File: config.mk
export PLATFORM = sky130hd
export DESIGN_NAME = smx_cell
export DESIGN_NICKNAME = d
export VERILOG_FILES = /design/src/design/smx_pkg.sv /design/src/design/smx_cell.sv
export SDC_FILE = /design/constraint.sdc
export NUM_CORES = 1
export LEC_CHECK = 0
export ABC_AREA = 1
export ABC_CLOCK_PERIOD_IN_PS = 1500
export BUFFER_PORTS_ARGS = -buffer_cell sky130_fd_sc_hd__buf_2
export CORE_ASPECT_RATIO = 1.5
export CORE_UTILIZATION = 37
export DETAILED_ROUTE_END_ITERATION = 8
export PLACE_DENSITY = 0.75
export SLEW_MARGIN = 20
export SYNTH_ARGS = -nofsm -noshare
export SYNTH_HDL_FRONTEND = slang
export SYNTH_SLANG_ARGS = --single-unit
File: constraint.sdc
create_clock -name i_clk -period 1.5 [get_ports i_clk]
set_input_delay 0.15 -clock i_clk [delete_from_list [all_inputs] [get_ports i_clk]]
set_output_delay 0.15 -clock i_clk [all_outputs]
set_load 0.05 [all_outputs]
File: src/design/smx_pkg.sv
// Shared types and constants of the stack machine executor.
package smx_pkg;

    localparam int STACK_DEPTH = 64;
    localparam int DEPTH_W     = $clog2(STACK_DEPTH + 1);
    localparam int DATA_W      = 32;

    typedef enum logic [3:0] {
        FN_PUSH = 4'd0,
        FN_POP  = 4'd1,
        FN_ADD  = 4'd2,
        FN_SUB  = 4'd3,
        FN_MUL  = 4'd4,
        FN_DIV  = 4'd5,
        FN_HALT = 4'd6,
        FN_OUT  = 4'd7
    } t_func;

    localparam logic [1:0] KIND_VALUE  = 2'd0;
    localparam logic [1:0] KIND_HALTED = 2'd1;
    localparam logic [1:0] KIND_ERROR  = 2'd2;

    localparam logic [1:0] ERR_UNKNOWN   = 2'd0;
    localparam logic [1:0] ERR_UNDERFLOW = 2'd1;
    localparam logic [1:0] ERR_OVERFLOW  = 2'd2;
    localparam logic [1:0] ERR_DIVZERO   = 2'd3;

    typedef enum logic [1:0] {
        CELL_HOLD       = 2'd0,
        CELL_LOAD_ABOVE = 2'd1,
        CELL_LOAD_BELOW = 2'd2
    } t_cell_op;

endpackage

File: src/design/smx_cell.sv
// One stack entry: holds its word or takes the word of a neighbor.
module smx_cell (
    input  logic                       i_clk,
    input  smx_pkg::t_cell_op          i_op,
    input  logic [smx_pkg::DATA_W-1:0] i_above,
    input  logic [smx_pkg::DATA_W-1:0] i_below,
    output logic [smx_pkg::DATA_W-1:0] o_value
);

    logic [smx_pkg::DATA_W-1:0] r_value;
    logic [smx_pkg::DATA_W-1:0] n_value;

    always_comb begin
        unique case (i_op)
            smx_pkg::CELL_LOAD_ABOVE: n_value = i_above;
            smx_pkg::CELL_LOAD_BELOW: n_value = i_below;
            default:                  n_value = r_value;
        endcase
    end

    always_ff @(posedge i_clk) begin
        r_value <= n_value;
    end

    assign o_value = r_value;

endmodule

# Word level (Yosys, flattened, before mapping)
# Index checks and enable logic that the tools add are counted.
# W data, S select, Z words.
# word_totals
ff_bits,32
out_inout_bits,32
in_bits,67
# op_classes
n_mux,1
n_reduce_logical,1
eq_ne,2
# op_table
operator,count
$pmux W32 S2,1
$eq A2 B1 Y1 const B,1
$eq A2 B2 Y1 const B,1
$reduce_bool A2 Y1,1

# Logic depth before layout (Yosys ltp)
# Gate-level depths: netlist of run 1.
# logic_depth
depth_word,2
depth_mapped,7

# Worst setup path after synthesis of run 1
# Ideal clock, no wire load.
# synth_path
path_kind,input-to-reg
start,in i_op[0]
end,"reg r_value, in the netlist o_value[0], enable pin"
setup_slack_ns,0.025
n_path_buf,0
t_required_ns,1.113
arrival_time_ns,1.088
path_stages,3
cell_sequence,inv_1 > ha_1 > inv_1
# synth_via
elab_chain_len,2
elab_cells_between_ends,3
cone_classes,eq/ne (2); reduce/logical (1)
# synth_lines
item,line,rtl
start: declaration,smx_cell.sv:4,"input smx_pkg::t_cell_op i_op,"
$eq A2 B2 Y1 / $eq A2 B1 Y1 (equally long branches),smx_cell.sv:14,unique case (i_op)
$reduce_bool A2 Y1 (no source line) *,--,
end signal: assignment,smx_cell.sv:22,r_value <= n_value;
end: declaration,smx_cell.sv:10,logic [smx_pkg::DATA_W-1:0] r_value;
# Mark *: on every way between the ends. The rest lies on a longest branch, timed or not.
# A chain may end at the register's enable or synchronous reset.

# Worst setup path in the final report of run 1
# layout_path
start,"reg r_value, in the netlist o_value[16]"
end,out o_value[16] (netlist bit)
# layout_lines
item,line,rtl
end: declaration,smx_cell.sv:7,output logic [smx_pkg::DATA_W-1:0] o_value
# No word-level cell between the ends.

==> flow_metrics.py, run 1 <==
metrics = {
    "run_status": {
        "outcome": "complete, no violations",
    },
    "sta": {
        "max_freq_ghz": 0.975,
        "finalCritPeriodShare": 0.684,
        "rsz0062_at_grt": "no",
        "worstMarginPinSlew_ns": 0.269,
        "drv_slew": 0,
        "finalHoldViolCount": 0,
        "fin_crit_ns": 1.03,
        "setup_viol": 0,
        "relSlewSlack": 0.822,
        "setup_tns_ns": 0,
    },
    "power": {
        "vdd_drop_max_mv": 0.756,
        "p_leak_nw": 1.06,
        "power_density_nw_per_um2": 1270,
    },
    "worst_setup_path": {
        "slowest_delay_ns": 0.38,
        "crit_buf_inv": 1,
        "critPathArrivalTime_ns": 0.88,
        "worstSetupPathType": "reg2out",
        "critPathRequiredTime_ns": 1.35,
        "start_kind": "flip-flop",
        "path_cells": "buf_2",
        "slowest_stage": "edfxtp_1",
        "cp_top_family": "flip-flops",
        "critPathMaxFanout": 1,
        "end_kind": "primary output",
    },
    "synth": {
        "synth_edf_count": 32,
        "synthMuxAreaShare": 0,
        "synthXorXnorAreaFrac": 0,
        "yosys.area_share.simple": 0.262,
        "synth_fp_nets": 207,
        "synth-adder-area-share": 0.00850,
        "synth.top_cell.area_share": 0.653,
        "avgSynthCellArea_um2": 10.6,
        "yosys_register_bits": 32,
        "yosysUniqueCellTypes": 9,
        "synth_top_family_by_area": "simple AND/OR/NAND/NOR gates",
        "synth_compound_area_frac": 0,
        "synth-main-ff-cell": "edfxtp_1",
        "seq_area_frac_synth": 0.653,
        "netlist_instances": 139,
        "synth-async-reset-ratio": 0,
        "synth.most_common_cell": "nand2_1",
        "ys_warn_count": 0,
        "synthTopCellsByCount": "nand2_1 (86), edfxtp_1 (32), nand2_2 (10), buf_6 (3), clkbuf_8 (3)",
        "yosysTopAreaCell": "edfxtp_1",
        "synth_area_leaders": "edfxtp_1 (65%), nand2_1 (22%), nand2_2 (4.2%), clkbuf_8 (2.8%), buf_6 (2.3%)",
        "synth_area_um2": 1470,
    },
    "placement": {
        "dp.cells": 276,
        "dpl.hpwl_um": 2390,
        "place.gp.congestion": 0.777,
        "port_buffers": 98,
    },
    "floorplanning": {
        "die_w_um": 53.5,
        "row_count": 27,
        "core_area_um2": 3750,
        "fp.dieArea_um2": 4240,
        "die_h_um": 79.3,
        "num_io_pins": 99,
        "start_util": 0.393,
    },
    "clocking": {
        "post_cts_resize_count": 0,
        "clkSinkCount": 32,
        "postCtsSetupBuffers": 0,
        "cts_buffers": 5,
        "cts_tree": "done",
        "clk_path_buf_depth": 2,
        "root_buffer": "clkbuf_8",
        "cts.clk_slew.worst_paths_ns": 0.06,
        "htreeDepth": 2,
        "cts_hold_buf": 0,
    },
    "routing": {
        "drc": 0,
        "wl_per_cell_um": 10.8,
        "dr.pass1.iters": 4,
        "via_per_inst": 4.35,
        "drt_iter0_markers": 11,
        "vias": 1234,
        "antenna_left": 0,
        "finalWirelength_um": 3080,
    },
    "worst_hold_path": {
        "worst_hold_path_type": "in2reg",
    },
    "global_routing": {
        "grt_max_degree": 33,
        "antenna_found_initial": 0,
        "grt_overflow": 0,
        "first_global_vias": 1111,
        "grt_pass1_wl_um": 4910,
        "grt_usage": 0.164,
    },
    "run": {
        "maxCapViolations": 0,
    },
    "final_layout": {
        "insertedDiodeCount": 0,
        "fin_nets": 308,
        "final_cell_count_no_fill": 284,
        "largest_reg_flops": 32,
        "synthToLayoutAreaGrowth_pct": 38.3,
        "drive_above_1_share": 0.485,
    },
}
[tightest hold or removal path, delay by kind of cell]
| family | cells | cell delay (ns) |
|---|---|---|
| buf+inv | 1 | 0.07 |
| simple gates | 2 | 0.08 |
[placed cells by master (no fill, tap or decap)]
cell type	instances
inv_1	2
nand2_1	86
clkbuf_1	2
buf_2	98
buf_4	2
nand2_2	10
inv_8	1
buf_12	1
clkbuf_8	5
clkinv_1	1
ha_1	1
edfxtp_1	32
[through the flow]
| stage | utilization | power [W] | hold WS, ns | worst slack, ns | instance area, µm² |
|---|---|---|---|---|---|
| final | 0.543 | 0.00259 | 0.134 | 0.474 | 2040 |
| after global routing | 0.543 | 0.00271 | 0.136 | 0.429 | 2040 |
| after CTS | 0.543 | 0.00262 | 0.128 | 0.456 | 2040 |
| after detailed placement | 0.522 | 0.00201 | 0.418 | 0.295 | 1960 |
| after global placement | 0.522 | 0.00200 | 0.415 | 0.332 | 1960 |
| after floorplan | - | 0.00179 | 0.323 | 0.0253 | 1470 |
[power breakdown]
group	total, W	internal [W]	switching (W)
clock network	0.000604	0.000322	0.000282
logic	0.000815	0.000193	0.000622
registers	0.00117	0.00114	0.0000286
[kinds of logic (layout without fill, tap and decap cells)]
family | count (synthesis) | in the layout
fa+ha+maj | 1 | 1
buf+inv | 10 | 112
simple gates | 96 | 96
flops | 32 | 32
[worst paths after layout]
path / startpoint / end / slack, ns / depth (start not counted)
min: i_above[20] / o_value[20]$_DFFE_PP_ / 0.13 / 3
max: o_value[16]$_DFFE_PP_ / o_value[16] / 0.47 / 1
[final cells by class]
| class | count | area, µm² |
|---|---|---|
| Clock buffer | 7 | 76.3 |
| Tap cell | 43 | 53.8 |
| Fill cell | 373 | 1710 |
| Timing Repair Buffer | 101 | 526 |
| Clock inverter | 1 | 3.75 |
| Inverter | 3 | 18.8 |
| Sequential cell | 32 | 961 |
| Multi-Input combinational cell | 97 | 398 |
[routing by layer]
layer | vias up | GRT usage | routed length [µm]
li1 | 646 | - | -
met1 | 525 | 0.165 | 1020
met2 | 58 | 0.294 | 1760
met3 | 5 | 0.0670 | 262
met4 | 0 | 0.0526 | 37
met5 | - | 0 | 0
(Power assumes the default switching activity.)
==> run 2: changes to the inputs <==
ABC_CLOCK_PERIOD_IN_PS = 1000   (was 1500)
CORE_UTILIZATION = 38   (was 37)
PLACE_DENSITY = 0.74   (was 0.75)
clock period = 1 ns   (was 1.5 ns; I/O delays follow)
==> flow_metrics.py, run 2 (synthesis gave the netlist of run 1 again) <==
metrics = {
    "routing": {
        "vias": 1287,
        "finalWirelength_um": 3350,
        "drc": 0,
        "wl_per_cell_um": 11.7,
        "drt_iter0_markers": 22,
        "dr.pass1.iters": 4,
        "via_per_inst": 4.50,
        "antenna_left": 0,
    },
    "clocking": {
        "root_buffer": "clkbuf_8",
        "cts.clk_slew.worst_paths_ns": 0.06,
        "postCtsSetupBuffers": 0,
        "cts_tree": "done",
        "clkSinkCount": 32,
        "htreeDepth": 2,
        "clk_path_buf_depth": 2,
        "cts_hold_buf": 0,
        "cts_buffers": 5,
    },
    "sta": {
        "finalCritPeriodShare": 0.976,
        "finalHoldViolCount": 0,
        "drv_slew": 0,
        "relSlewSlack": 0.823,
        "setup_tns_ns": 0,
        "fin_crit_ns": 0.976,
        "worstMarginPinSlew_ns": 0.267,
        "max_freq_ghz": 1.02,
        "setup_viol": 0,
        "setup_slack_ns": 0.0240,
    },
    "floorplanning": {
        "row_count": 27,
        "core_area_um2": 3680,
        "die_h_um": 78.2,
        "die_w_um": 52.8,
        "num_io_pins": 99,
        "fp.dieArea_um2": 4130,
        "start_util": 0.400,
    },
    "worst_setup_path": {
        "critPathRequiredTime_ns": 0.90,
        "start_kind": "flip-flop",
        "cp_top_family": "flip-flops",
        "slowest_delay_ns": 0.37,
        "end_kind": "primary output",
        "path_cells": "buf_2",
        "worstSetupPathType": "reg2out",
        "critPathArrivalTime_ns": 0.88,
        "critPathMaxFanout": 1,
        "slowest_stage": "edfxtp_1",
        "crit_buf_inv": 1,
    },
    "final_layout": {
        "drive_above_1_share": 0.510,
        "largest_reg_flops": 32,
        "synthToLayoutAreaGrowth_pct": 45.2,
        "final_cell_mix": "buf_2 (89), nand2_1 (86), edfxtp_1 (32)",
        "fin_nets": 310,
        "nFillCells": 350,
        "insertedDiodeCount": 0,
        "final_common_cell": "buf_2",
        "post-route-cell-area_um2": 2140,
        "final_cell_count_no_fill": 286,
    },
    "power": {
        "vdd_drop_max_mv": 1.11,
        "p_leak_nw": 1.09,
        "power_density_nw_per_um2": 1980,
    },
    "placement": {
        "port_buffers": 98,
        "dp.cells": 278,
        "dp_slack_ns": -0.0790,
        "place.gp.congestion": 0.887,
        "dpl.hpwl_um": 2610,
        "placed_area_um2": 2010,
    },
    "global_routing": {
        "antenna_found_initial": 0,
        "grt_pass1_wl_um": 5220,
        "grt_max_degree": 33,
        "grt_overflow": 0,
        "grt_usage": 0.180,
        "first_global_vias": 1173,
    },
    "run_status": {
        "outcome": "complete, no violations",
    },
    "worst_hold_path": {
        "worst_hold_path_type": "in2reg",
    },
    "run": {
        "maxCapViolations": 0,
    },
}
## run 2: per-layer routing
metal | part of all wire | GRT usage | vias up
li1 | - | - | 646
met1 | 0.35 | 0.192 | 576
met2 | 0.55 | 0.290 | 52
met3 | 0.069 | 0.0756 | 13
met4 | 0.036 | 0.100 | 0
met5 | 0 | 0 | -
## run 2: final cells by class
cell class | count | area (µm²) | share of cell area
clock buffers | 6 | 72.6 | 0.0339
clock inverters | 2 | 35.0 | 0.0164
inverters | 3 | 30.0 | 0.0140
multi-input cells | 97 | 410 | 0.192
flip-flops and latches | 32 | 961 | 0.449
well taps | 43 | 53.8 | 0.0252
repair buffers | 103 | 576 | 0.269
## run 2: final timing paths
kind,startpoint,end,slack [ns],depth (start not counted)
setup / recovery,o_value[2]$_DFFE_PP_,o_value[2],0.02,1
hold / removal,i_below[0],o_value[0]$_DFFE_PP_,0.08,3
## run 2: metrics by stage
step	util	hold slack, ns	power, W
6_report	0.581	0.0830	0.00424
5_1_grt	0.581	0.0838	0.00443
4_1_cts	0.575	0.0692	0.00426
3_5_place_dp	0.545	0.371	0.00306
3_3_place_gp	0.545	0.371	0.00304
2_1_floorplan	-	0.273	0.00270
## run 2: repair_timing
action / in CTS / in global routing
endpoints found under the hold margin: 0 / 0
setup endpoints to repair: 1 / 8
gates resized for setup: 1 / 16
## run 2: power by group
group          switching [W]  internal [W]  total [W]
registers          0.0000447       0.00171    0.00175
logic               0.000957      0.000343    0.00130
clock network       0.000449      0.000738    0.00119
total                0.00145       0.00279    0.00424
