$ cat src/design/smx_pkg.sv
// Shared types and constants of the stack machine executor.
package smx_pkg;

    localparam int STACK_DEPTH = 64;
    localparam int DEPTH_W     = $clog2(STACK_DEPTH + 1);
    localparam int DATA_W      = 32;

    typedef enum logic [3:0] {
        FN_PUSH = 4'd0,
        FN_POP  = 4'd1,
        FN_ADD  = 4'd2,
        FN_SUB  = 4'd3,
        FN_MUL  = 4'd4,
        FN_DIV  = 4'd5,
        FN_HALT = 4'd6,
        FN_OUT  = 4'd7
    } t_func;

    localparam logic [1:0] KIND_VALUE  = 2'd0;
    localparam logic [1:0] KIND_HALTED = 2'd1;
    localparam logic [1:0] KIND_ERROR  = 2'd2;

    localparam logic [1:0] ERR_UNKNOWN   = 2'd0;
    localparam logic [1:0] ERR_UNDERFLOW = 2'd1;
    localparam logic [1:0] ERR_OVERFLOW  = 2'd2;
    localparam logic [1:0] ERR_DIVZERO   = 2'd3;

    typedef enum logic [1:0] {
        CELL_HOLD       = 2'd0,
        CELL_LOAD_ABOVE = 2'd1,
        CELL_LOAD_BELOW = 2'd2
    } t_cell_op;

endpackage

$ cat src/design/smx_div.sv
// Radix-2 restoring divider, signed, truncating toward zero.
module smx_div (
    input  logic                       i_clk,
    input  logic                       i_rst_n,
    input  logic                       i_start,
    input  logic [smx_pkg::DATA_W-1:0] i_dividend,
    input  logic [smx_pkg::DATA_W-1:0] i_divisor,
    output logic                       o_done,
    output logic [smx_pkg::DATA_W-1:0] o_quotient
);

    localparam int W     = smx_pkg::DATA_W;
    localparam int CNT_W = $clog2(W);

    logic             r_busy;
    logic             r_done;
    logic [CNT_W-1:0] r_cnt;
    logic             r_neg;
    logic [W-1:0]     r_rem;
    logic [W-1:0]     r_q;
    logic [W-1:0]     r_d;

    logic [W:0]       w_trial;
    logic             w_ge;
    logic [W:0]       w_diff;

    assign w_trial = {r_rem, r_q[W-1]};
    assign w_ge    = w_trial >= {1'b0, r_d};
    assign w_diff  = w_trial - {1'b0, r_d};

    always_ff @(posedge i_clk) begin
        if (!i_rst_n) begin
            r_busy <= 1'b0;
            r_done <= 1'b0;
            r_cnt  <= '0;
        end else begin
            r_done <= 1'b0;
            if (i_start) begin
                r_busy <= 1'b1;
                r_cnt  <= '0;
            end else if (r_busy) begin
                r_cnt <= r_cnt + CNT_W'(1);
                if (r_cnt == CNT_W'(W - 1)) begin
                    r_busy <= 1'b0;
                    r_done <= 1'b1;
                end
            end
        end
    end

    always_ff @(posedge i_clk) begin
        if (i_start) begin
            r_neg <= i_dividend[W-1] ^ i_divisor[W-1];
            r_rem <= '0;
            r_q   <= i_dividend[W-1] ? (W'(0) - i_dividend) : i_dividend;
            r_d   <= i_divisor[W-1] ? (W'(0) - i_divisor) : i_divisor;
        end else if (r_busy) begin
            // remainder stays below the divisor, so it fits in W bits
            r_rem <= w_ge ? w_diff[W-1:0] : w_trial[W-1:0];
            r_q   <= {r_q[W-2:0], w_ge};
        end
    end

    assign o_done     = r_done;
    assign o_quotient = r_neg ? (W'(0) - r_q) : r_q;

endmodule

$ cat config.mk
export PLATFORM = sky130hd
export DESIGN_NAME = smx_div
export DESIGN_NICKNAME = d
export VERILOG_FILES = /design/src/design/smx_pkg.sv /design/src/design/smx_div.sv
export SDC_FILE = /design/constraint.sdc
export NUM_CORES = 1
export LEC_CHECK = 0
export BUFFER_PORTS_ARGS = -buffer_cell sky130_fd_sc_hd__buf_4
export CAP_MARGIN = 10
export CORE_MARGIN = 8
export CORE_UTILIZATION = 35
export CTS_CLUSTER_DIAMETER = 150
export DETAILED_ROUTE_END_ITERATION = 7
export SKIP_CTS_REPAIR_TIMING = 1
export SYNTH_ARGS = -nofsm -noshare
export SYNTH_HDL_FRONTEND = slang
export SYNTH_SLANG_ARGS = --single-unit
$ cat constraint.sdc
create_clock -name i_clk -period 8.3 [get_ports i_clk]
set_input_delay 0 -clock i_clk [delete_from_list [all_inputs] [get_ports i_clk]]
set_output_delay 0 -clock i_clk [all_outputs]
set_load 0.05 [all_outputs]
Yosys cells after proc, flatten, opt, wreduce, memory -nomap -nowiden
Cells that the tools add are included.

storage, ports and cells
  bits of input ports = 67
  logic and storage cells = 31
  register bits = 104

cells by class
  muxes and demuxes = 10
  reduce and logical (&&, ||, !) cells = 3
  add/sub/neg operators = 5
  bitwise logic cells = 3
  magnitude comparators = 1
  equality and inequality tests = 1

operators with widths
  operator                 number
  $mux W32                 5
  $sub A1 B32 Y32 const A  3
  $ge A33 B32 Y1           1
  $sub A32 B32 Y32         1
  $mux W31                 1
  $add A5 B1 Y5 const B    1
  $eq A5 B5 Y1 const B     1
  $mux W1                  4
  $reduce_or A3 Y1         1
  $not A1 Y1               2
  $reduce_bool A2 Y1       1
  $reduce_or A2 Y1         1
  $xor A1 B1 Y1            1

Logic depth before layout (Yosys ltp)
Gate-level depths: netlist (run 1).

  depth in word-level cells = 4
  depth in mapped cells = 13

Worst setup path before layout (run 1)
OpenSTA, ideal clock, no wires.

  path kind = reg2out
  from = register r_q[0]
  to = output port o_quotient[28] in the netlist's numbering
  required time = 8300 ps
  setup slack = 4820 ps
  cell stages (with the launch flop) = 12
  arrival = 3480 ps
  path through = edfxtp_1 > inv_1 > ha_1 > nand2b_1 > or4_1 > or2_1 > or3_1 > or3_1 > or3_1 > or4_4 > o31ai_2 > xnor2_1

on the way
  longest elaborated chain between the ends = 2

RTL lines
  element                   RTL line       source
  start: declaration        smx_div.sv:20  logic [W-1:0] r_q;
  start signal: assignment  smx_div.sv:55  r_q <= i_dividend[W-1] ? (W'(0) - i_dividend) : i_dividend;
  start signal: assignment  smx_div.sv:60  r_q <= {r_q[W-2:0], w_ge};
  $sub A1 B32 Y32           smx_div.sv:65  assign o_quotient = r_neg ? (W'(0) - r_q) : r_q;
  $mux W32                  smx_div.sv:65
  end: declaration          smx_div.sv:9   output logic [smx_pkg::DATA_W-1:0] o_quotient

No other way between the ends.

Final worst setup path (run 1)
Same ends and word-level chain as after synthesis.

==> results of run 1 <==
[cells in the mapped netlist (3+ instances only)]
master,count,area (um2)
nand2_1,69,259.0
inv_1,46,172.7
a21oi_1,58,290.3
nand3_1,5,25.02
nor2_1,89,334.1
o21bai_1,4,30.03
edfxtp_1,65,1952
nor2b_1,5,31.28
nor3_1,16,80.08
xor2_1,38,332.8
a211oi_1,26,195.2
a21o_1,9,67.56
nand4_1,11,68.82
and3_1,5,31.28
xnor2_1,80,700.7
or4_1,16,120.1
o21a_1,3,22.52
nand2b_1,14,87.58
o31ai_1,24,180.2
a31oi_1,4,25.02
ha_1,37,462.9
or2_1,3,18.77
nor4_1,6,37.54
o22ai_1,3,18.77
o21ai_0,29,145.1
a311oi_1,6,52.55
clkbuf_1,29,108.9
dfxtp_1,39,780.8
o41ai_1,12,105.1
or3_1,14,87.58
or3_4,3,33.78
mux2i_1,32,320.3
o21ai_1,17,85.08
[metal layers]
metal	vias to the layer above	global-route usage	routed length (um)
met5	-	0	0
met4	0	0.04796	366
met3	20	0.02571	660
met2	92	0.2213	8515
met1	2938	0.1728	8600
li1	3320	-	-
[registers in the layout (all words and copies together) (netlist names)]
register  flops
r_neg         1
r_busy        1
r_cnt         5
r_rem        32
r_d          32
o_done        1
r_q          32
[final cells by class]
cell class	instances	share of cell area
Tap cell	280	0.03808
Inverter	46	0.01877
Clock buffer	10	0.02489
Multi-Input combinational cell	668	0.4945
Timing Repair Buffer	133	0.1167
Sequential cell	104	0.2972
Clock inverter	6	0.009928
[worst min-delay path by stage]
| stage | cells after the start | to |
|---|---|---|
| global placement | 1 | r_d[0]$_DFFE_PP_ |
| floorplan | 0 | r_d[0]$_DFFE_PP_ |
| CTS | 1 | r_d[0]$_DFFE_PP_ |
| global route | 2 | r_d[12]$_DFFE_PP_ |
| detailed placement | 1 | r_d[0]$_DFFE_PP_ |
| finish | 2 | r_d[12]$_DFFE_PP_ |
[logic make-up after synthesis]
| group | after synthesis |
|---|---|
| XOR/XNOR | 118 |
| multiplexers | 34 |
| flip-flops | 104 |
| AND/OR/NAND/NOR | 267 |
| AO/OA/AOI/OAI | 211 |
| buffers and inverters | 81 |
| adder cells (fa/ha/maj) | 38 |
[through the flow]
stage          hold slack (ns)  cell area, um2  setup slack (ns)  utilization
6_report              -0.01812            9200             4.336       0.4269
5_1_grt               0.002052            9200             4.140       0.4269
4_1_cts                -0.1689            8900             4.293       0.4129
3_5_place_dp            0.2146            8579             4.442       0.3981
3_3_place_gp            0.2112            8579             4.537       0.3981
2_1_floorplan          0.09887            7589             4.820            -
[power by group through the flow]
stage	logic [mW]	clock network, mW	registers (mW)
after floorplan	0.477	0	0.650
after global placement	0.639	0	0.664
after detailed placement	0.639	0	0.667
after CTS	0.641	0.486	0.655
after global routing	0.711	0.503	0.663
final	0.648	0.469	0.655
==> metrics.yaml, run 1 <==
routing:
  postRouteAntennaNets: 0
  via_count: 6370
  drt_iter0_markers: 420
  drc: 0
  viasPerCell: 5.108
  routed_wl_mm: 18.14
  dr.pass1.iters: 5
  wl_per_cell_um: 14.55
final_layout:
  nets: 1067
  layout_common_cells: "buf_4 (103), nor2_1 (88), xnor2_1 (80)"
  final_common_cell: "buf_4"
  regArea_um2: 2734
  fillers: 2096
  final_layout_size_suffix_gt1_frac: 0.1375
  instances_no_fill: 1247
  area_delta_synth_final_pct: 21.24
  multi_input_area_um2: 4549
  diodes: 0
setup_path:
  critPathBufInv: 2
  r2r-end: "r_rem[9]$_SDFFE_PP0P_"
  crit_arrival_ns: 3.96
  cp_slowest_stage_delay_ns: 0.45
  cp_data_required_time_ns: 8.30
  rr_worst_depth: 12
  endpoint: "o_quotient[28]"
  crit_cells: 12
  critPathSlowestCell: "or4_4"
  ff2ff_setup_slack_ns: 4.40
  crit_start: "r_q[0]$_DFFE_PP_"
  critPathTopFamily: "simple AND/OR/NAND/NOR gates"
  end_kind: "output port"
  reg2reg_from: "r_d[8]$_DFFE_PP_"
  worstSetupPathType: "flop to output port"
  worstPathMaxFanout: 4
  path_common_cell: "or3_1"
  cp_cell_sequence: "inv_1 > ha_1 > nand2b_1 > or4_1 > or2_1 > or3_1 > or3_1 > or3_1 > or4_4 > o31ai_2 > xnor2_1 > buf_4"
  startpoint_type: "flop"
global_route:
  grt_max_degree: 66
  antenna_found_initial: 0
  grt.total_usage: 0.1346
  gr-total-overflow: 0
  grt_pass1_wl_mm: 29.51
  grt_pass1_vias: 6080
synth:
  synth_compound_area_frac: 0.1814
  netlist_instances: 853
  synth_area_um2: 7589
  avgSynthCellArea_um2: 8.896
  ys_types: 59
  synth_flop_cell: "edfxtp_1"
  seq_area_frac_synth: 0.3601
  ys_ff_latch: 104
  synth_simple_gate_area_frac: 0.1721
  synth_top_family_by_area: "compound AO/OA/AOI/OAI gates"
  synth_nets: 958
  synthXorXnorAreaFrac: 0.1362
  async_reset_ff_frac: 0
  synth_mux_area_frac: 0.04518
  synth-edff-count: 65
  synth_warnings: 0
  synth_fa_ha_area_frac: 0.06364
floorplan:
  die_y_um: 163.2
  num_rows: 54
  start_util: 0.3521
  core_area_um2: 21550
  pin_count: 100
  die_x_um: 163.2
  die_area_um2: 26650
power_and_ir_drop:
  p_leak_nw: 3.706
  finalPower_mw: 1.772
  p_int_mw: 1.136
  switching_power_mw: 0.6362
  pwr-share-clk: 0.265
  combPwrFrac: 0.366
  switching_share: 0.3590
  cellPowerDensity_nw_per_um2: 192.6
  p_seq_frac: 0.370
  irDropWorstVdd_v: 0.0001042
clock_tree:
  numCtsBuffers: 9
  h-tree-depth: 3
  clock_sinks: 104
  cts_tree: "yes"
  clkTransAtPathRegs_ns: 0.07
  cts.path.max_buffers: 2
  root_buffer: "clkbuf_16"
  clock_latency_ns: 0.36
sta:
  post-route-period-util: 0.4776
  rsz0062_at_grt: "false"
  drv_slew: 0
  tightest_slew_ns: 0.9526
  whs_ns: -0.01812
  hold_viol_final: 1
  final-setup-viol-count: 0
  relSlewSlack: 0.3650
  setup-tns-final_ns: 0
  finalCriticalPeriod_ns: 3.964
  fin_worst_skew_ns: 0.009061
  max_freq_ghz: 0.2523
flow_run:
  cap_violations: 0
min_path:
  worst_hold_startpoint: "i_divisor[12]"
  hold_path_class: "primary input to flop"
status:
  violations: "negative hold slack"
  outcome: "finished, violations left"
placement:
  dp.cells: 1201
  dp_hpwl_mm: 13.39
  io_buffer_count: 99
  gp_congestion: 0.7907
Note: power is estimated with default switching activity, not from simulation.
==> inputs of run 2 (changes only) <==
==> constraint.sdc (replaced) <==
create_clock -name i_clk -period 4.1 [get_ports i_clk]
set_input_delay 0 -clock i_clk [delete_from_list [all_inputs] [get_ports i_clk]]
set_output_delay 0 -clock i_clk [all_outputs]
set_load 0.05 [all_outputs]
==> run 2 against run 1 <==
Against the previous run: the run still ends with negative hold slack left; critical path type unchanged; count of clock-buffer cells in the layout grew 1; combinational power is 100% higher; worst hold slack better by 0.0072 ns; wire length rose by 0.74%; flip-flop and latch count did not move; via count up 0.93%; sequential power is 100% higher; clock skew is 0.0051 ns higher; non-clock buffer count stayed put; clock power is 85% higher.
==> metrics.yaml, run 2 (synthesis gave the netlist of run 1 again) <==
status:
  outcome: "finished, violations left"  # unchanged
  violations: "negative hold slack"  # unchanged
placement:
  gp_congestion: 0.7947  # was 0.7907
  dp_hpwl_mm: 13.59  # was 13.39 mm
  pre_cts_ws_ns: 0.4128  # was 4.442 ns
  io_buffer_count: 99  # unchanged
  dp.cells: 1203  # was 1201
setup_path:
  crit_arrival_ns: 3.90  # was 3.96 ns
  reg2reg_from: "r_d[8]$_DFFE_PP_"  # unchanged
  critPathSlowestCell: "or4_4"  # unchanged
  ff2ff_setup_slack_ns: 0.38  # was 4.40 ns
  crit_start: "r_q[0]$_DFFE_PP_"  # unchanged
  cp_cell_sequence: "inv_1 > ha_1 > nand2b_1 > or4_1 > or2_1 > or3_4 > or3_1 > or3_1 > or4_4 > o31ai_2 > xnor2_1 > buf_4"  # was inv_1 > ha_1 > nand2b_1 > or4_1 > or2_1 > or3_1 > or3_1 > or3_1 > or4_4 > o31ai_2 > xnor2_1 > buf_4
  end_kind: "output port"  # unchanged
  worstPathMaxFanout: 4  # unchanged
  worstSetupPathType: "flop to output port"  # unchanged
  startpoint_type: "flop"  # unchanged
  path_common_cell: "or3_1"  # unchanged
  rr_worst_depth: 12  # unchanged
  cp_data_required_time_ns: 4.10  # was 8.30 ns
  r2r-end: "r_rem[9]$_SDFFE_PP0P_"  # unchanged
  cp_slowest_stage_delay_ns: 0.45  # about the same
floorplan:
  num_rows: 54  # unchanged
  die_area_um2: 26650  # unchanged
  die_y_um: 163.2  # unchanged
  start_util: 0.3521  # unchanged
  die_x_um: 163.2  # unchanged
  core_area_um2: 21550  # unchanged
  pin_count: 100  # unchanged
sta:
  relSlewSlack: 0.3577  # was 0.3650
  rsz0062_at_grt: "false"  # unchanged
  drv_slew: 0  # unchanged
  tightest_slew_ns: 0.9635  # was 0.9526 ns
  final-setup-viol-count: 0  # unchanged
  post-route-period-util: 0.9512
  setup_ws_ns: 0.1999  # was 4.336 ns
  setup-tns-final_ns: 0  # unchanged
  hold_viol_final: 3  # was 1
  fin_worst_skew_ns: 0.01414  # was 0.009061 ns
  whs_ns: -0.01091  # was -0.01812 ns
  finalCriticalPeriod_ns: 3.900
  max_freq_ghz: 0.2564
clock_tree:
  cts_tree: "yes"  # unchanged
  numCtsBuffers: 9  # unchanged
  h-tree-depth: 3  # unchanged
  clock_latency_ns: 0.35  # was 0.36 ns
  root_buffer: "clkbuf_16"  # unchanged
  clock_sinks: 104  # unchanged
  cts.path.max_buffers: 2  # unchanged
  clkTransAtPathRegs_ns: 0.07  # about the same
final_layout:
  layout_common_cells: "buf_4 (106), nor2_1 (88), xnor2_1 (80)"  # was buf_4 (103), nor2_1 (88), xnor2_1 (80)
  reg.largest.list: "r_d (32), r_q (32), r_rem (32)"  # unchanged
  final_common_cell: "buf_4"  # unchanged
  instances_no_fill: 1247  # unchanged
  fillers: 2102  # was 2096
  area_delta_synth_final_pct: 20.79  # was 21.24%
  final_layout_size_suffix_gt1_frac: 0.1406  # was 0.1375
  diodes: 0  # unchanged
  nets: 1067  # unchanged
power_and_ir_drop:
  cellPowerDensity_nw_per_um2: 382.8  # was 192.6 nW/um2
  p_leak_nw: 3.692  # was 3.706 nW
  irDropWorstVdd_v: 0.0001957  # was 0.0001042 V
global_route:
  gr-total-overflow: 0  # unchanged
  grt_max_degree: 66  # unchanged
  grt.total_usage: 0.1341  # was 0.1346
  antenna_found_initial: 0  # unchanged
  grt_pass1_vias: 6130  # was 6080
  grt_pass1_wl_mm: 29.55  # was 29.51 mm
routing:
  drc: 0  # unchanged
  dr.pass1.iters: 4  # was 5
  via_count: 6429  # was 6370
  wl_per_cell_um: 14.66  # was 14.55 um
  drt_iter0_markers: 451  # was 420
  postRouteAntennaNets: 0  # unchanged
  viasPerCell: 5.156  # was 5.108
  routed_wl_mm: 18.28  # was 18.14 mm
min_path:
  hold_path_class: "primary input to flop"  # unchanged
  min_path_cells: 2  # unchanged
  worst_hold_startpoint: "i_divisor[28]"  # was i_divisor[12]
  hold_end: "r_d[28]$_DFFE_PP_"  # was r_d[12]$_DFFE_PP_
flow_run:
  cap_violations: 0  # unchanged
-- run 2: worst max path at each step --
stage / to / slack (ns) / cells after the start
detailed placement: r_rem[9]$_SDFFE_PP0P_ / 0.41 / 12
CTS: o_quotient[28] / 0.13 / 12
global placement: r_rem[9]$_SDFFE_PP0P_ / 0.55 / 12
floorplan: o_quotient[28] / 0.62 / 11
finish: o_quotient[28] / 0.20 / 12
global route: o_quotient[28] / 0.007 / 12
-- run 2: metal layers --
layer | GRT usage | up-vias | wire length [um]
met5 | 0 | - | 0
met4 | 0.03920 | 0 | 255
met3 | 0.02293 | 18 | 700
met2 | 0.2224 | 97 | 8693
met1 | 0.1755 | 2988 | 8628
li1 | - | 3326 | -
-- run 2: worst max-delay path, delay by kind of cell, from the launching register on --
family	cells	cell delay [ns]
and+or+nand+nor	7	2.32
AOI/OAI and AO/OA	1	0.21
xor gates and xnor gates	1	0.14
buffers and inverters	2	0.30
DFF	1	0.43
adders and majority gates	1	0.16
-- run 2: where the power goes --
part           total [mW]  internal [mW]  switching (mW)
sequential           1.32           1.24          0.0894
clock               0.868          0.475           0.393
combinational        1.32          0.525           0.790
-- run 2: cell type report --
cell class                 count  area (um2)  share of cell area
tap                          280       350.3             0.03822
timing repair buffer         133        1066              0.1163
multi-input combinational    668        4554              0.4969
sequential                   104        2734              0.2983
inverter                      46       172.7             0.01884
clock buffer                  11       232.7             0.02539
clock inverter                 5       56.30            0.006143
-- run 2: metrics by stage --
stage	total power [mW]	cell area [um2]	hold slack [ns]	utilization
2_1_floorplan	2.282	7589	0.09887	-
3_3_place_gp	2.638	8594	0.2102	0.3988
3_5_place_dp	2.644	8594	0.2181	0.3988
4_1_cts	3.525	8884	-0.1529	0.4122
5_1_grt	3.721	9166	0.005805	0.4253
6_report	3.509	9166	-0.01091	0.4253
==> inputs of run 3 (changes only) <==
--- a/config.mk
+++ b/config.mk
@@ -8,7 +8,7 @@
 export BUFFER_PORTS_ARGS = -buffer_cell sky130_fd_sc_hd__buf_4
 export CAP_MARGIN = 10
 export CORE_MARGIN = 8
-export CORE_UTILIZATION = 35
+export CORE_UTILIZATION = 41
 export CTS_CLUSTER_DIAMETER = 150
 export DETAILED_ROUTE_END_ITERATION = 7
 export SKIP_CTS_REPAIR_TIMING = 1
==> run 3 against run 2 <==
Against the previous run: the run still ends with negative hold slack left; cell count shrank 4.1%; critical path depth unchanged; core utilization grew 7.8 points; worst hold slack better by 0.0075 ns; via count about the same; setup slack got worse by 0.0022 ns; critical path type unchanged; highest routed layer unchanged; critical endpoint unchanged.
==> metrics.yaml, run 3 (synthesis gave the netlist of run 1 again) <==
placement:
  pre_cts_ws_ns: 0.5367  # was 0.4128 ns
  io_buffer_count: 99  # unchanged
  gp_congestion: 0.8177  # was 0.7947
  dp_hpwl_mm: 14.06  # was 13.59 mm
  dp.cells: 1153  # was 1203
sta:
  finalCriticalPeriod_ns: 3.902  # was 3.900 ns
  drv_slew: 0  # unchanged
  setup-tns-final_ns: 0  # unchanged
  hold_viol_final: 1  # was 3
  setup_ws_ns: 0.1977  # was 0.1999 ns
  fin_worst_skew_ns: 0.007789  # was 0.01414 ns
  final-setup-viol-count: 0  # unchanged
  relSlewSlack: 0.3397  # was 0.3577
  whs_ns: -0.003409  # was -0.01091 ns
  max_freq_ghz: 0.2563  # was 0.2564 GHz
  post-route-period-util: 0.9518  # was 0.9512
  rsz0062_at_grt: "false"  # unchanged
  tightest_slew_ns: 0.9905  # was 0.9635 ns
clock_tree:
  clock_latency_ns: 0.35  # about the same
  clkTransAtPathRegs_ns: 0.07  # about the same
  cts_tree: "yes"  # unchanged
  h-tree-depth: 3  # unchanged
  cts.path.max_buffers: 2  # unchanged
  clock_sinks: 104  # unchanged
  root_buffer: "clkbuf_16"  # unchanged
  numCtsBuffers: 9  # unchanged
final_layout:
  nets: 1067  # unchanged
  layout_common_cells: "buf_4 (107), nor2_1 (88), xnor2_1 (80)"  # was buf_4 (106), nor2_1 (88), xnor2_1 (80)
  instances_no_fill: 1196  # was 1247
  diodes: 0  # unchanged
  final_common_cell: "buf_4"  # unchanged
  area_delta_synth_final_pct: 19.97  # was 20.79%
  reg.largest.list: "r_d (32), r_q (32), r_rem (32)"  # unchanged
  final_layout_size_suffix_gt1_frac: 0.1406  # unchanged
power_and_ir_drop:
  cellPowerDensity_nw_per_um2: 387.8  # was 382.8 nW/um2
  irDropWorstVdd_v: 0.0002011  # was 0.0001957 V
  p_leak_nw: 3.693  # was 3.692 nW
  finalPower_mw: 3.531  # was 3.509 mW
global_route:
  grt.total_usage: 0.1572  # was 0.1341
  grt_pass1_wl_mm: 30.40  # was 29.55 mm
  grt_pass1_vias: 6072  # was 6130
  gr-total-overflow: 0  # unchanged
  grt_max_degree: 68  # was 66
  antenna_found_initial: 0  # unchanged
routing:
  via_count: 6423  # was 6429
  drt_iter0_markers: 417  # was 451
  postRouteAntennaNets: 0  # unchanged
  viasPerCell: 5.370  # was 5.156
  routed_wl_mm: 18.67  # was 18.28 mm
  drc: 0  # unchanged
  wl_per_cell_um: 15.61  # was 14.66 um
  dr.pass1.iters: 5  # was 4
floorplan:
  die_y_um: 152.0  # was 163.2 um
  die_x_um: 152.0  # was 163.2 um
  pin_count: 100  # unchanged
  core_area_um2: 18090  # was 21550 um2
  die_area_um2: 23120  # was 26650 um2
  start_util: 0.4196  # was 0.3521
  num_rows: 49  # was 54
setup_path:
  crit_arrival_ns: 3.90  # about the same
  worstPathMaxFanout: 4  # unchanged
  end_kind: "output port"  # unchanged
  worstSetupPathType: "flop to output port"  # unchanged
  startpoint_type: "flop"  # unchanged
  cp_data_required_time_ns: 4.10  # about the same
status:
  violations: "negative hold slack"  # unchanged
  outcome: "finished, violations left"  # unchanged
min_path:
  hold_path_class: "primary input to flop"  # unchanged
flow_run:
  cap_violations: 0  # unchanged
-- run 3: cell types whose count changed in the layout (fill, tap and decap cells not counted) --
| cell | change |
|---|---|
| dlygate4sd3_1 | -1 |
| or3_1 | +1 |
| clkbuf_8 | +1 |
| buf_4 | +1 |
| or3_4 | -1 |
| clkinv_2 | -1 |
-- run 3: per-stage QoR --
stage | instance area, um2 | utilization
CTS | 8836 | 0.4886
floorplan | 7589 | -
detailed placement | 8538 | 0.4721
finish | 9104 | 0.5034
global route | 9104 | 0.5034
global placement | 8538 | 0.4721
-- run 3: power by group --
| part | switching, mW | total (mW) | internal (mW) |
|---|---|---|---|
| registers | 0.0965 | 1.33 | 1.24 |
| logic | 0.800 | 1.33 | 0.528 |
| clock network | 0.377 | 0.869 | 0.492 |
| total | 1.27 | 3.53 | 2.26 |
-- run 3: area by class of cell --
| cell class | count | area [um2] |
|---|---|---|
| clock buffer | 12 | 246.5 |
| clock inverter | 4 | 51.30 |
| fill | 1682 | 8982 |
| inverter | 46 | 172.7 |
| multi-input combinational | 668 | 4549 |
| sequential | 104 | 2734 |
| tap | 229 | 286.5 |
| timing repair buffer | 133 | 1064 |
-- run 3: path summary, 6_finish.rpt --
kind / startpoint / to / slack (ns) / cells past startpoint
max: r_q[1]$_DFFE_PP_ / o_quotient[28] / 0.20 / 12
min: i_divisor[27] / r_d[27]$_DFFE_PP_ / -0.003 / 2
max reg2reg: r_d[8]$_DFFE_PP_ / r_rem[9]$_SDFFE_PP0P_ / 0.54 / 12
min reg2reg: r_rem[27]$_SDFFE_PP0P_ / r_rem[27]$_SDFFE_PP0P_ / 0.47 / 2
-- run 3: worst max-delay path, cell delays in order, from the launching register on --
cell and delay (ns):
edfxtp_1 0.41, inv_1 0.09, ha_1 0.15, nand2b_1 0.07
or4_1 0.42, or2_1 0.27, or3_1 0.41, or3_1 0.37
or3_1 0.35, or4_4 0.45, o31ai_2 0.21, xnor2_1 0.14
buf_4 0.22
-- run 3: layer usage --
metal	wire [um]	global-route usage	up-vias
met1	9690	0.2221	2969
li1	-	-	3325
met3	542	0.02269	16
met2	8203	0.2427	113
met5	0	0	-
met4	231	0.04760	0
